$ cat config.mk
export PLATFORM = sky130hd
export DESIGN_NAME = uart_update_packet_receiver_flat
export DESIGN_NICKNAME = d
export VERILOG_FILES = /design/src/rtl/upr_pkg.sv /design/src/rtl/upr_in_if.sv /design/src/rtl/upr_out_if.sv /design/src/rtl/upr_cfg_if.sv /design/src/rtl/upr_crc8.sv /design/src/rtl/uart_update_packet_receiver.sv /design/src/flat_wrapper.sv
export SDC_FILE = /design/constraint.sdc
export NUM_CORES = 1
export LEC_CHECK = 0
export BUFFER_PORTS_ARGS = -buffer_cell sky130_fd_sc_hd__buf_2
export CAP_MARGIN = 25
export CORE_MARGIN = 2
export CORE_UTILIZATION = 45
export CTS_BUF_LIST = sky130_fd_sc_hd__clkbuf_8
export DETAILED_ROUTE_END_ITERATION = 8
export PLACE_DENSITY = 0.72
export RECOVER_POWER = 25
export SYNTH_ARGS = -nofsm -noshare
export SYNTH_HDL_FRONTEND = slang
export SYNTH_SLANG_ARGS = --single-unit
$ cat constraint.sdc
create_clock -name clk -period 12 [get_ports clk]
set_input_delay 1.2 -clock clk [delete_from_list [all_inputs] [get_ports clk]]
set_output_delay 1.2 -clock clk [all_outputs]
set_load 0.01 [all_outputs]
$ cat src/rtl/upr_pkg.sv
`timescale 1ns / 1ps
// upr_pkg: field widths, command and status codes and CRC constants
// for the update packet receiver; no dependencies

package upr_pkg;

  // field widths
  localparam int CMD_W     = 2;
  localparam int BYTE_W    = 8;
  localparam int OFFSET_W  = 14;
  localparam int STATUS_W  = 3;
  localparam int LENGTH_W  = 15;
  localparam int CRC_W     = 32;
  localparam int REG_IDX_W = 2;
  localparam int REG_DAT_W = 25;
  localparam int MS_W      = 16;
  localparam int SLOT_W    = 25;

  // command codes
  localparam logic [CMD_W-1:0] CMD_START = 2'd0;
  localparam logic [CMD_W-1:0] CMD_BYTE  = 2'd1;
  localparam logic [CMD_W-1:0] CMD_TICK  = 2'd2;

  // final status codes
  localparam logic [STATUS_W-1:0] ST_OK         = 3'd0;
  localparam logic [STATUS_W-1:0] ST_TIMEOUT    = 3'd1;
  localparam logic [STATUS_W-1:0] ST_BAD_HEADER = 3'd2;
  localparam logic [STATUS_W-1:0] ST_BAD_LENGTH = 3'd3;
  localparam logic [STATUS_W-1:0] ST_BAD_CRC    = 3'd4;

  // configuration register indexes
  localparam logic [REG_IDX_W-1:0] REG_WINDOW   = 2'd0;
  localparam logic [REG_IDX_W-1:0] REG_BYTE_TMO = 2'd1;
  localparam logic [REG_IDX_W-1:0] REG_SLOT     = 2'd2;

  // register reset values
  localparam logic [MS_W-1:0]   WINDOW_RST   = 16'd3000;
  localparam logic [MS_W-1:0]   BYTE_TMO_RST = 16'd1000;
  localparam logic [SLOT_W-1:0] SLOT_RST     = 25'd65536;

  // framing constants
  localparam logic [31:0]    SYNC_WORD     = 32'h4855_5031;
  localparam logic [32:0]    SLOT_HEADROOM = 33'd4096;
  localparam logic [7:0]     VERSION_OK    = 8'd1;
  localparam logic [CRC_W-1:0] CRC_POLY    = 32'hEDB8_8320;
  localparam logic [CRC_W-1:0] CRC_INIT    = 32'hFFFF_FFFF;
  localparam logic [MS_W-1:0]  MS_MAX      = 16'hFFFF;

endpackage

$ cat src/rtl/upr_in_if.sv
`timescale 1ns / 1ps
// upr_in_if: input item channel (command and received byte)
// depends on upr_pkg for field widths

interface upr_in_if;
  logic                        valid;
  logic                        ready;
  logic [upr_pkg::CMD_W-1:0]   cmd;
  logic [upr_pkg::BYTE_W-1:0]  rx_byte;

  modport source (output valid, output cmd, output rx_byte, input ready);
  modport sink   (input valid, input cmd, input rx_byte, output ready);
endinterface

$ cat src/rtl/upr_out_if.sv
`timescale 1ns / 1ps
// upr_out_if: result item channel (payload bytes and final status)
// depends on upr_pkg for field widths

interface upr_out_if;
  logic                          valid;
  logic                          ready;
  logic                          kind;
  logic [upr_pkg::OFFSET_W-1:0]  offset;
  logic [upr_pkg::BYTE_W-1:0]    payload_byte;
  logic [upr_pkg::STATUS_W-1:0]  status;
  logic [upr_pkg::LENGTH_W-1:0]  length;
  logic [upr_pkg::CRC_W-1:0]     computed_crc;

  modport source (output valid, output kind, output offset, output payload_byte,
                  output status, output length, output computed_crc, input ready);
  modport sink   (input valid, input kind, input offset, input payload_byte,
                  input status, input length, input computed_crc, output ready);
endinterface

$ cat src/rtl/upr_cfg_if.sv
`timescale 1ns / 1ps
// upr_cfg_if: configuration write channel (register index and data)
// depends on upr_pkg for field widths

interface upr_cfg_if;
  logic                            valid;
  logic                            ready;
  logic [upr_pkg::REG_IDX_W-1:0]   index;
  logic [upr_pkg::REG_DAT_W-1:0]   data;

  modport source (output valid, output index, output data, input ready);
  modport sink   (input valid, input index, input data, output ready);
endinterface

$ cat src/rtl/upr_crc8.sv
`timescale 1ns / 1ps
// upr_crc8: one-byte update of a reflected CRC-32, unrolled into an xor network
// depends on upr_pkg for the polynomial

module upr_crc8 (
  input  logic [upr_pkg::CRC_W-1:0]  crc_in,
  input  logic [upr_pkg::BYTE_W-1:0] data,
  output logic [upr_pkg::CRC_W-1:0]  crc_out
);
  import upr_pkg::*;

  // eight shift steps, lsb first
  always_comb begin
    logic [CRC_W-1:0] c;
    c = crc_in ^ {{(CRC_W-BYTE_W){1'b0}}, data};
    for (int k = 0; k < BYTE_W; k++) begin
      c = (c >> 1) ^ (CRC_POLY & {CRC_W{c[0]}});
    end
    crc_out = c;
  end

endmodule

$ cat src/rtl/uart_update_packet_receiver.sv
`timescale 1ns / 1ps
// uart_update_packet_receiver: sync-word hunt, header parse and crc-checked
// payload streaming; depends on upr_pkg, upr_in_if, upr_out_if, upr_cfg_if, upr_crc8
//
//  channel  | dir  | carries                                   | handshake
//  events   | in   | cmd, rx_byte                              | valid/ready
//  results  | out  | kind, offset, payload_byte, status,       | valid/ready
//           |      | length, computed_crc                      |
//  cfg      | in   | index, data (register write)              | valid/ready
//
// one item per cycle while events.ready is high: the session state and the result
// register are updated in the cycle the item is taken; the crc byte network and
// the 32-bit compares set the path. a result appears in the cycle after its item.
// events.ready drops only while a result is held and results.ready is low.
// rst is synchronous and restores the register defaults and an idle session.
// cfg writes are always ready.

module uart_update_packet_receiver #(
  parameter int MAX_PAYLOAD = 16384
) (
  input  logic       clk,
  input  logic       rst,
  upr_in_if.sink     events,
  upr_out_if.source  results,
  upr_cfg_if.sink    cfg
);
  import upr_pkg::*;

  localparam int CNT_W = $clog2(MAX_PAYLOAD + 1);

  localparam logic [2:0] PH_IDLE       = 3'd0;
  localparam logic [2:0] PH_HUNT       = 3'd1;
  localparam logic [2:0] PH_HDR        = 3'd2;
  localparam logic [2:0] PH_HDR_BADVER = 3'd3;
  localparam logic [2:0] PH_PAY        = 3'd4;

  // configuration registers
  logic [MS_W-1:0]   hunt_limit;
  logic [MS_W-1:0]   byte_timeout_ms;
  logic [SLOT_W-1:0] slot_size;

  // session state
  logic [2:0]       phase, phase_next;
  logic [23:0]      sync_window, sync_window_next;
  logic [MS_W-1:0]  elapsed_ms, elapsed_ms_next;
  logic [MS_W-1:0]  gap_ms, gap_ms_next;
  logic [3:0]       header_index, header_index_next;
  logic [31:0]      declared_length, declared_length_next;
  logic [CRC_W-1:0] expected_crc, expected_crc_next;
  logic [CNT_W-1:0] bytes_received, bytes_received_next;
  logic [CRC_W-1:0] running_crc, running_crc_next;

  // result register
  logic                out_valid;
  logic                kind;
  logic [OFFSET_W-1:0] offset;
  logic [BYTE_W-1:0]   payload_byte;
  logic [STATUS_W-1:0] status;
  logic [LENGTH_W-1:0] length;
  logic [CRC_W-1:0]    computed_crc;

  // result of the current item
  logic                emit;
  logic                res_kind;
  logic [OFFSET_W-1:0] res_offset;
  logic [BYTE_W-1:0]   res_byte;
  logic [STATUS_W-1:0] res_status;
  logic [LENGTH_W-1:0] res_length;
  logic [CRC_W-1:0]    res_crc;

  logic             take;
  logic [CRC_W-1:0] crc_upd;
  logic [CRC_W-1:0] crc_fin;
  logic [LENGTH_W-1:0] len_sat;
  logic [31:0]      hunt_word;
  logic [MS_W-1:0]  elapsed_inc;
  logic [MS_W-1:0]  gap_inc;
  logic [CNT_W-1:0] cnt_inc;
  logic             len_bad;

  assign take           = events.valid && events.ready;
  assign events.ready   = !out_valid || results.ready;
  assign cfg.ready      = 1'b1;

  assign results.valid        = out_valid;
  assign results.kind         = kind;
  assign results.offset       = offset;
  assign results.payload_byte = payload_byte;
  assign results.status       = status;
  assign results.length       = length;
  assign results.computed_crc = computed_crc;

  // payload crc byte update
  upr_crc8 u_crc (
    .crc_in  (running_crc),
    .data    (events.rx_byte),
    .crc_out (crc_upd)
  );

  assign crc_fin     = ~crc_upd;
  assign len_sat     = (declared_length > 32'h7FFF) ? 15'h7FFF : declared_length[14:0];
  assign hunt_word   = {sync_window, events.rx_byte};
  assign elapsed_inc = (elapsed_ms < MS_MAX) ? elapsed_ms + 16'd1 : elapsed_ms;
  assign gap_inc     = (gap_ms < MS_MAX) ? gap_ms + 16'd1 : gap_ms;
  assign cnt_inc     = bytes_received + CNT_W'(1);
  assign len_bad     = (declared_length == 32'd0) ||
                       (declared_length > 32'(MAX_PAYLOAD)) ||
                       ({1'b0, declared_length} + SLOT_HEADROOM > 33'(slot_size));

  // session next state and result
  always_comb begin
    phase_next           = phase;
    sync_window_next     = sync_window;
    elapsed_ms_next      = elapsed_ms;
    gap_ms_next          = gap_ms;
    header_index_next    = header_index;
    declared_length_next = declared_length;
    expected_crc_next    = expected_crc;
    bytes_received_next  = bytes_received;
    running_crc_next     = running_crc;
    emit       = 1'b0;
    res_kind   = 1'b1;
    res_offset = '0;
    res_byte   = '0;
    res_status = ST_OK;
    res_length = '0;
    res_crc    = '0;

    if (events.cmd == CMD_START) begin
      // restart the session from scratch
      phase_next           = PH_HUNT;
      sync_window_next     = '0;
      elapsed_ms_next      = '0;
      gap_ms_next          = '0;
      header_index_next    = '0;
      declared_length_next = '0;
      expected_crc_next    = '0;
      bytes_received_next  = '0;
      running_crc_next     = CRC_INIT;
      if (hunt_limit == '0) begin
        phase_next = PH_IDLE;
        emit       = 1'b1;
        res_status = ST_TIMEOUT;
      end
    end else if (phase != PH_IDLE && events.cmd == CMD_TICK) begin
      if (phase == PH_HUNT) begin
        // hunt window count
        elapsed_ms_next = elapsed_inc;
        if (elapsed_inc >= hunt_limit) begin
          phase_next = PH_IDLE;
          emit       = 1'b1;
          res_status = ST_TIMEOUT;
        end
      end else begin
        // gap between header or payload bytes
        gap_ms_next = gap_inc;
        if (gap_inc >= byte_timeout_ms) begin
          phase_next = PH_IDLE;
          emit       = 1'b1;
          if (phase == PH_PAY) begin
            res_status = ST_BAD_LENGTH;
            res_length = len_sat;
          end else begin
            res_status = ST_BAD_HEADER;
          end
        end
      end
    end else if (phase != PH_IDLE && events.cmd == CMD_BYTE) begin
      case (phase)
        PH_HUNT: begin
          if (elapsed_ms >= hunt_limit) begin
            phase_next = PH_IDLE;
            emit       = 1'b1;
            res_status = ST_TIMEOUT;
          end else begin
            sync_window_next = hunt_word[23:0];
            if (hunt_word == SYNC_WORD) begin
              phase_next           = PH_HDR;
              header_index_next    = '0;
              gap_ms_next          = '0;
              declared_length_next = '0;
              expected_crc_next    = '0;
            end
          end
        end
        PH_HDR, PH_HDR_BADVER: begin
          gap_ms_next       = '0;
          header_index_next = header_index + 4'd1;
          case (header_index)
            4'd0: if (events.rx_byte != VERSION_OK) phase_next = PH_HDR_BADVER;
            4'd2: declared_length_next[7:0]   = declared_length[7:0]   | events.rx_byte;
            4'd3: declared_length_next[15:8]  = declared_length[15:8]  | events.rx_byte;
            4'd4: declared_length_next[23:16] = declared_length[23:16] | events.rx_byte;
            4'd5: declared_length_next[31:24] = declared_length[31:24] | events.rx_byte;
            4'd6: expected_crc_next[7:0]      = expected_crc[7:0]      | events.rx_byte;
            4'd7: expected_crc_next[15:8]     = expected_crc[15:8]     | events.rx_byte;
            4'd8: expected_crc_next[23:16]    = expected_crc[23:16]    | events.rx_byte;
            4'd9: expected_crc_next[31:24]    = expected_crc[31:24]    | events.rx_byte;
            default: ;
          endcase
          // header complete: check version and length
          if (header_index >= 4'd9) begin
            if (phase == PH_HDR_BADVER) begin
              phase_next = PH_IDLE;
              emit       = 1'b1;
              res_status = ST_BAD_HEADER;
            end else if (len_bad) begin
              phase_next = PH_IDLE;
              emit       = 1'b1;
              res_status = ST_BAD_LENGTH;
              res_length = len_sat;
            end else begin
              phase_next          = PH_PAY;
              bytes_received_next = '0;
              running_crc_next    = CRC_INIT;
            end
          end
        end
        PH_PAY: begin
          gap_ms_next         = '0;
          running_crc_next    = crc_upd;
          bytes_received_next = cnt_inc;
          emit       = 1'b1;
          res_offset = OFFSET_W'(bytes_received);
          res_byte   = events.rx_byte;
          res_length = len_sat;
          if (32'(cnt_inc) >= declared_length) begin
            // last payload byte carries the final status
            phase_next = PH_IDLE;
            res_status = (crc_fin == expected_crc) ? ST_OK : ST_BAD_CRC;
            res_crc    = crc_fin;
          end else begin
            res_kind = 1'b0;
          end
        end
        default: begin
          gap_ms_next = '0;
          phase_next  = PH_IDLE;
        end
      endcase
    end
  end

  // registers
  always_ff @(posedge clk) begin
    if (rst) begin
      hunt_limit      <= WINDOW_RST;
      byte_timeout_ms <= BYTE_TMO_RST;
      slot_size       <= SLOT_RST;
      phase           <= PH_IDLE;
      sync_window     <= '0;
      elapsed_ms      <= '0;
      gap_ms          <= '0;
      header_index    <= '0;
      declared_length <= '0;
      expected_crc    <= '0;
      bytes_received  <= '0;
      running_crc     <= CRC_INIT;
      out_valid       <= 1'b0;
    end else begin
      // configuration writes
      if (cfg.valid) begin
        case (cfg.index)
          REG_WINDOW:   hunt_limit      <= cfg.data[MS_W-1:0];
          REG_BYTE_TMO: byte_timeout_ms <= cfg.data[MS_W-1:0];
          REG_SLOT:     slot_size       <= cfg.data[SLOT_W-1:0];
          default: ;
        endcase
      end
      // session state advances on every taken item
      if (take) begin
        phase           <= phase_next;
        sync_window     <= sync_window_next;
        elapsed_ms      <= elapsed_ms_next;
        gap_ms          <= gap_ms_next;
        header_index    <= header_index_next;
        declared_length <= declared_length_next;
        expected_crc    <= expected_crc_next;
        bytes_received  <= bytes_received_next;
        running_crc     <= running_crc_next;
      end
      // result valid
      if (results.ready) out_valid <= 1'b0;
      if (take && emit) out_valid <= 1'b1;
    end
  end

  // result payload
  always_ff @(posedge clk) begin
    if (take && emit) begin
      kind         <= res_kind;
      offset       <= res_offset;
      payload_byte <= res_byte;
      status       <= res_status;
      length       <= res_length;
      computed_crc <= res_crc;
    end
  end

endmodule
$ cat src/flat_wrapper.sv
// flat-port wrapper written by rule: the top's interface ports become plain ports
module uart_update_packet_receiver_flat import upr_pkg::*;
#(
  parameter int MAX_PAYLOAD = 16384
)
  (clk, rst, events_valid, events_cmd, events_rx_byte, events_ready, results_valid, results_kind, results_offset, results_payload_byte, results_status, results_length, results_computed_crc, results_ready, cfg_valid, cfg_index, cfg_data, cfg_ready);
  upr_in_if events_i ();
  upr_out_if results_i ();
  upr_cfg_if cfg_i ();
  input  logic clk;
  input  logic rst;
  input wire logic [$bits(events_i.valid)-1:0] events_valid;
  input wire logic [$bits(events_i.cmd)-1:0] events_cmd;
  input wire logic [$bits(events_i.rx_byte)-1:0] events_rx_byte;
  output wire logic [$bits(events_i.ready)-1:0] events_ready;
  output wire logic [$bits(results_i.valid)-1:0] results_valid;
  output wire logic [$bits(results_i.kind)-1:0] results_kind;
  output wire logic [$bits(results_i.offset)-1:0] results_offset;
  output wire logic [$bits(results_i.payload_byte)-1:0] results_payload_byte;
  output wire logic [$bits(results_i.status)-1:0] results_status;
  output wire logic [$bits(results_i.length)-1:0] results_length;
  output wire logic [$bits(results_i.computed_crc)-1:0] results_computed_crc;
  input wire logic [$bits(results_i.ready)-1:0] results_ready;
  input wire logic [$bits(cfg_i.valid)-1:0] cfg_valid;
  input wire logic [$bits(cfg_i.index)-1:0] cfg_index;
  input wire logic [$bits(cfg_i.data)-1:0] cfg_data;
  output wire logic [$bits(cfg_i.ready)-1:0] cfg_ready;
  assign events_i.valid = events_valid;
  assign events_i.cmd = events_cmd;
  assign events_i.rx_byte = events_rx_byte;
  assign events_ready = events_i.ready;
  assign results_valid = results_i.valid;
  assign results_kind = results_i.kind;
  assign results_offset = results_i.offset;
  assign results_payload_byte = results_i.payload_byte;
  assign results_status = results_i.status;
  assign results_length = results_i.length;
  assign results_computed_crc = results_i.computed_crc;
  assign results_i.ready = results_ready;
  assign cfg_i.valid = cfg_valid;
  assign cfg_i.index = cfg_index;
  assign cfg_i.data = cfg_data;
  assign cfg_ready = cfg_i.ready;
  uart_update_packet_receiver #(.MAX_PAYLOAD(MAX_PAYLOAD)) u_core (.clk(clk), .rst(rst), .events(events_i), .results(results_i), .cfg(cfg_i));
endmodule
==> metrics.cfg <==
[critical_path]
r2r-start = u_core.gap_ms[3]
critPathLaunch = rst
rrSetupSlack_ns = 7.03
critPathCapture = u_core.running_crc[0]
slowest_stage = clkbuf_1
critPathLaunchType = input pin
critPathMaxFanout = 74
rr_endpoint = u_core.results.length[9]
worst-path-buf-inv = 5
r2r_cells = 13
cp_top_family = buffers and inverters
slowest_delay_ns = 2.68
crit_required_ns = 12.54
cp_data_arrival_time_ns = 6.60
worstPathCellList = clkbuf_1 > clkbuf_1 > inv_1 > clkbuf_1 > o211ai_1 > buf_4 > o22a_1
crit_cells = 7
crit_path_frequent_cell = clkbuf_1
path_class = in -> reg
critPathCaptureType = flop

[synthesis]
synth.distinct_cells = 72
syn_avg_cell_area_um2 = 8.97
netlist_instances = 1860
synth-warning-count = 0
netlist_area_mm2 = 0.0167
ys.flop_type = dfxtp_1
synth_fp_nets = 1999
synth_edf_count = 73
async_reset_ff_frac = 0
synth_seq_cells = 305
seq_area_frac_synth = 0.410

[pwr]
seq_power_share = 0.473
comb_power_share = 0.085
power_switching_uw = 576
power_leakage_uw = 0.00705
switching_share = 0.257
peakVddDrop_v = 0.0000757
clockPowerShare = 0.443
internal_power_uw = 1670
power.density_mw_per_mm2 = 121

[sta]
tightest_slew_ns = 3.80
setup_tns_ns = 0
whs_ns = 0.453
period_minus_slack_ns = 6.06
fmax_mhz = 165
drv_slew = 190
setup_viol = 0
clock_skew_ns = 0.0395
slew_headroom = -1.54
rsz0062_at_grt = false
hold_viol_final = 0
fin_crit_sh = 0.505

[clocking]
cts_buffers = 53
ctsResizeCount = 0
clkTransAtPathRegs_ns = 0.06
cts_hold_buf = 0
clk_path_buf_depth = 3
cts_setup_buffers = 0
ctsRootBufferMaster = clkbuf_8
clock_latency_ns = 0.62
cts_tree = built
cts_sinks = 305
cts_max_level = 2

[drt]
drc = 0
first_pass_iters = 5
detail_route.wirelength_um = 45900
antenna_left = 0
routedWlPerCell_um = 18.8
vias = 14300
drtIter0Drc = 983
viasPerCell = 5.86

[die]
die_width_um = 197
die-area_mm2 = 0.0386
core_region_area_mm2 = 0.0365
die_h_um = 197
start_util = 0.457
row_count = 70
pin_count = 118

[place]
hpwlAfterDp_um = 31700
gp_congestion = 0.882
portBuffers = 116

[final_layout]
final_nets = 2066
layout-drive-gt1-share = 0.109
syn2layout_area_growth_pct = 11.4

[outcome]
violations = capacitance limit, slew limit
status = finished with violations

[run]
cap_viol_max_count = 3

[grt]
grt_max_degree = 82
grt_pass1_wl_um = 73700
grt_use_total = 0.237
overflow = 0
grt_antenna_before_repair = 1
grt_pass1_vias = 13700

[min_path]
hold_class = reg -> reg
hold_depth = 2

[sequential cells by signal, summed over array words and instances (netlist names), 4 cells and up]
signal	cells
u_core.byte_timeout_ms	16
u_core.bytes_received	15
u_core.declared_length	32
u_core.elapsed_ms	16
u_core.expected_crc	32
u_core.gap_ms	16
u_core.header_index	4
u_core.hunt_limit	16
u_core.results.computed_crc	32
u_core.results.length	15
u_core.results.offset	14
u_core.results.payload_byte	8
u_core.running_crc	32
u_core.slot_size	25
u_core.sync_window	24
[cells in the final DEF, fill, tap and decap left out, types with 42 or more instances in the layout]
cell,netlist,final
nand4_1,50,50
a211oi_1,57,56
dfxtp_1,232,232
nand2_1,194,194
o2111ai_1,65,65
xnor2_1,102,102
buf_2,7,78
clkbuf_8,0,64
ha_1,97,97
nand3_1,42,42
edfxtp_1,73,73
a21oi_1,140,140
inv_1,143,160
nor2_1,112,111
[synthesized netlist by cell type (26+ instances only)]
cell type / n / area [um2]
edfxtp_1: 73 / 2190
a21oi_1: 140 / 701
nand3_1: 42 / 210
o22a_1: 30 / 263
xor2_1: 32 / 280
nand2_1: 194 / 728
and3_1: 37 / 231
nor2_1: 112 / 420
clkbuf_1: 106 / 398
dfxtp_1: 232 / 4640
xnor2_1: 102 / 893
o2111ai_1: 65 / 569
a22oi_1: 26 / 195
o21ai_0: 37 / 185
ha_1: 97 / 1210
o211ai_1: 26 / 195
nor3_1: 34 / 170
inv_1: 143 / 537
nand4_1: 50 / 313
a211oi_1: 57 / 428
a21o_1: 33 / 248
[per-layer routing]
metal  vias up  track usage  part of all wire
li1       6843            -                 -
met1      6808        0.313              0.44
met2       530        0.395              0.47
met3        94       0.0412             0.065
met4         0       0.0744             0.026
met5         -            0                 0
[layout make-up]
| class | instances | area, um2 |
|---|---|---|
| flip-flops and latches | 305 | 6840 |
| multi-input cells | 1286 | 8800 |
| fillers | 3455 | 17900 |
| clock inverters | 33 | 228 |
| diodes | 1 | 2.50 |
| clock buffers | 64 | 881 |
| repair buffers | 138 | 707 |
| inverters | 143 | 537 |
| well taps | 468 | 586 |
[power by group through the flow]
stage	logic, uW	registers, uW	clock network, uW
floorplan	133	1080	0
global placement	186	1080	0
detailed placement	188	1080	0
CTS	189	1060	1010
global route	207	1060	1060
finish	190	1060	993
[kinds of logic (layout without fill, tap and decap cells)]
logic type      Yosys count  count (layout)  share of synthesized area
xor+xnor                147             147                     0.0856
simple gates            547             547                      0.157
buf+inv                 269             378                     0.0642
mux                      14              14                    0.00870
flops                   305             305                      0.410
compound gates          480             480                      0.202
other cells               1               2                   0.000225
fa+ha+maj                97              97                     0.0728
[through the flow]
| stage | instances | instance area, um2 | worst slack, ns | utilization | power (uW) |
|---|---|---|---|---|---|
| 6_report | 2438 | 18600 | 5.94 | 0.509 | 2240 |
| 5_1_grt | 2438 | 18600 | 5.42 | 0.509 | 2320 |
| 4_1_cts | 2437 | 18600 | 7.07 | 0.510 | 2260 |
| 3_5_place_dp | 2340 | 17500 | 7.14 | 0.480 | 1270 |
| 3_3_place_gp | 2337 | 17500 | 7.35 | 0.479 | 1270 |
| 2_1_floorplan | 1860 | 16700 | 0.763 | - | 1210 |
[worst reg2reg max path, delay by kind of cell (launching register included)]
kind                       cells  cell delay (ns)
and+or+nand+nor                6             1.28
DFF                            1             0.49
adders and majority gates      1             0.30
AOI/OAI and AO/OA              4             1.47
xor gates and xnor gates       1             0.17
buffers and inverters          1             0.78
[worst min path at each step]
stage / from / to
after floorplan: u_core.sync_window[18] / u_core.sync_window[18]
after global placement: u_core.sync_window[20] / u_core.sync_window[20]
after detailed placement: u_core.sync_window[23] / u_core.sync_window[23]
after CTS: u_core.sync_window[20] / u_core.sync_window[20]
after global routing: u_core.sync_window[16] / u_core.sync_window[16]
final: u_core.sync_window[20] / u_core.sync_window[20]
(Power assumes the default switching activity.)
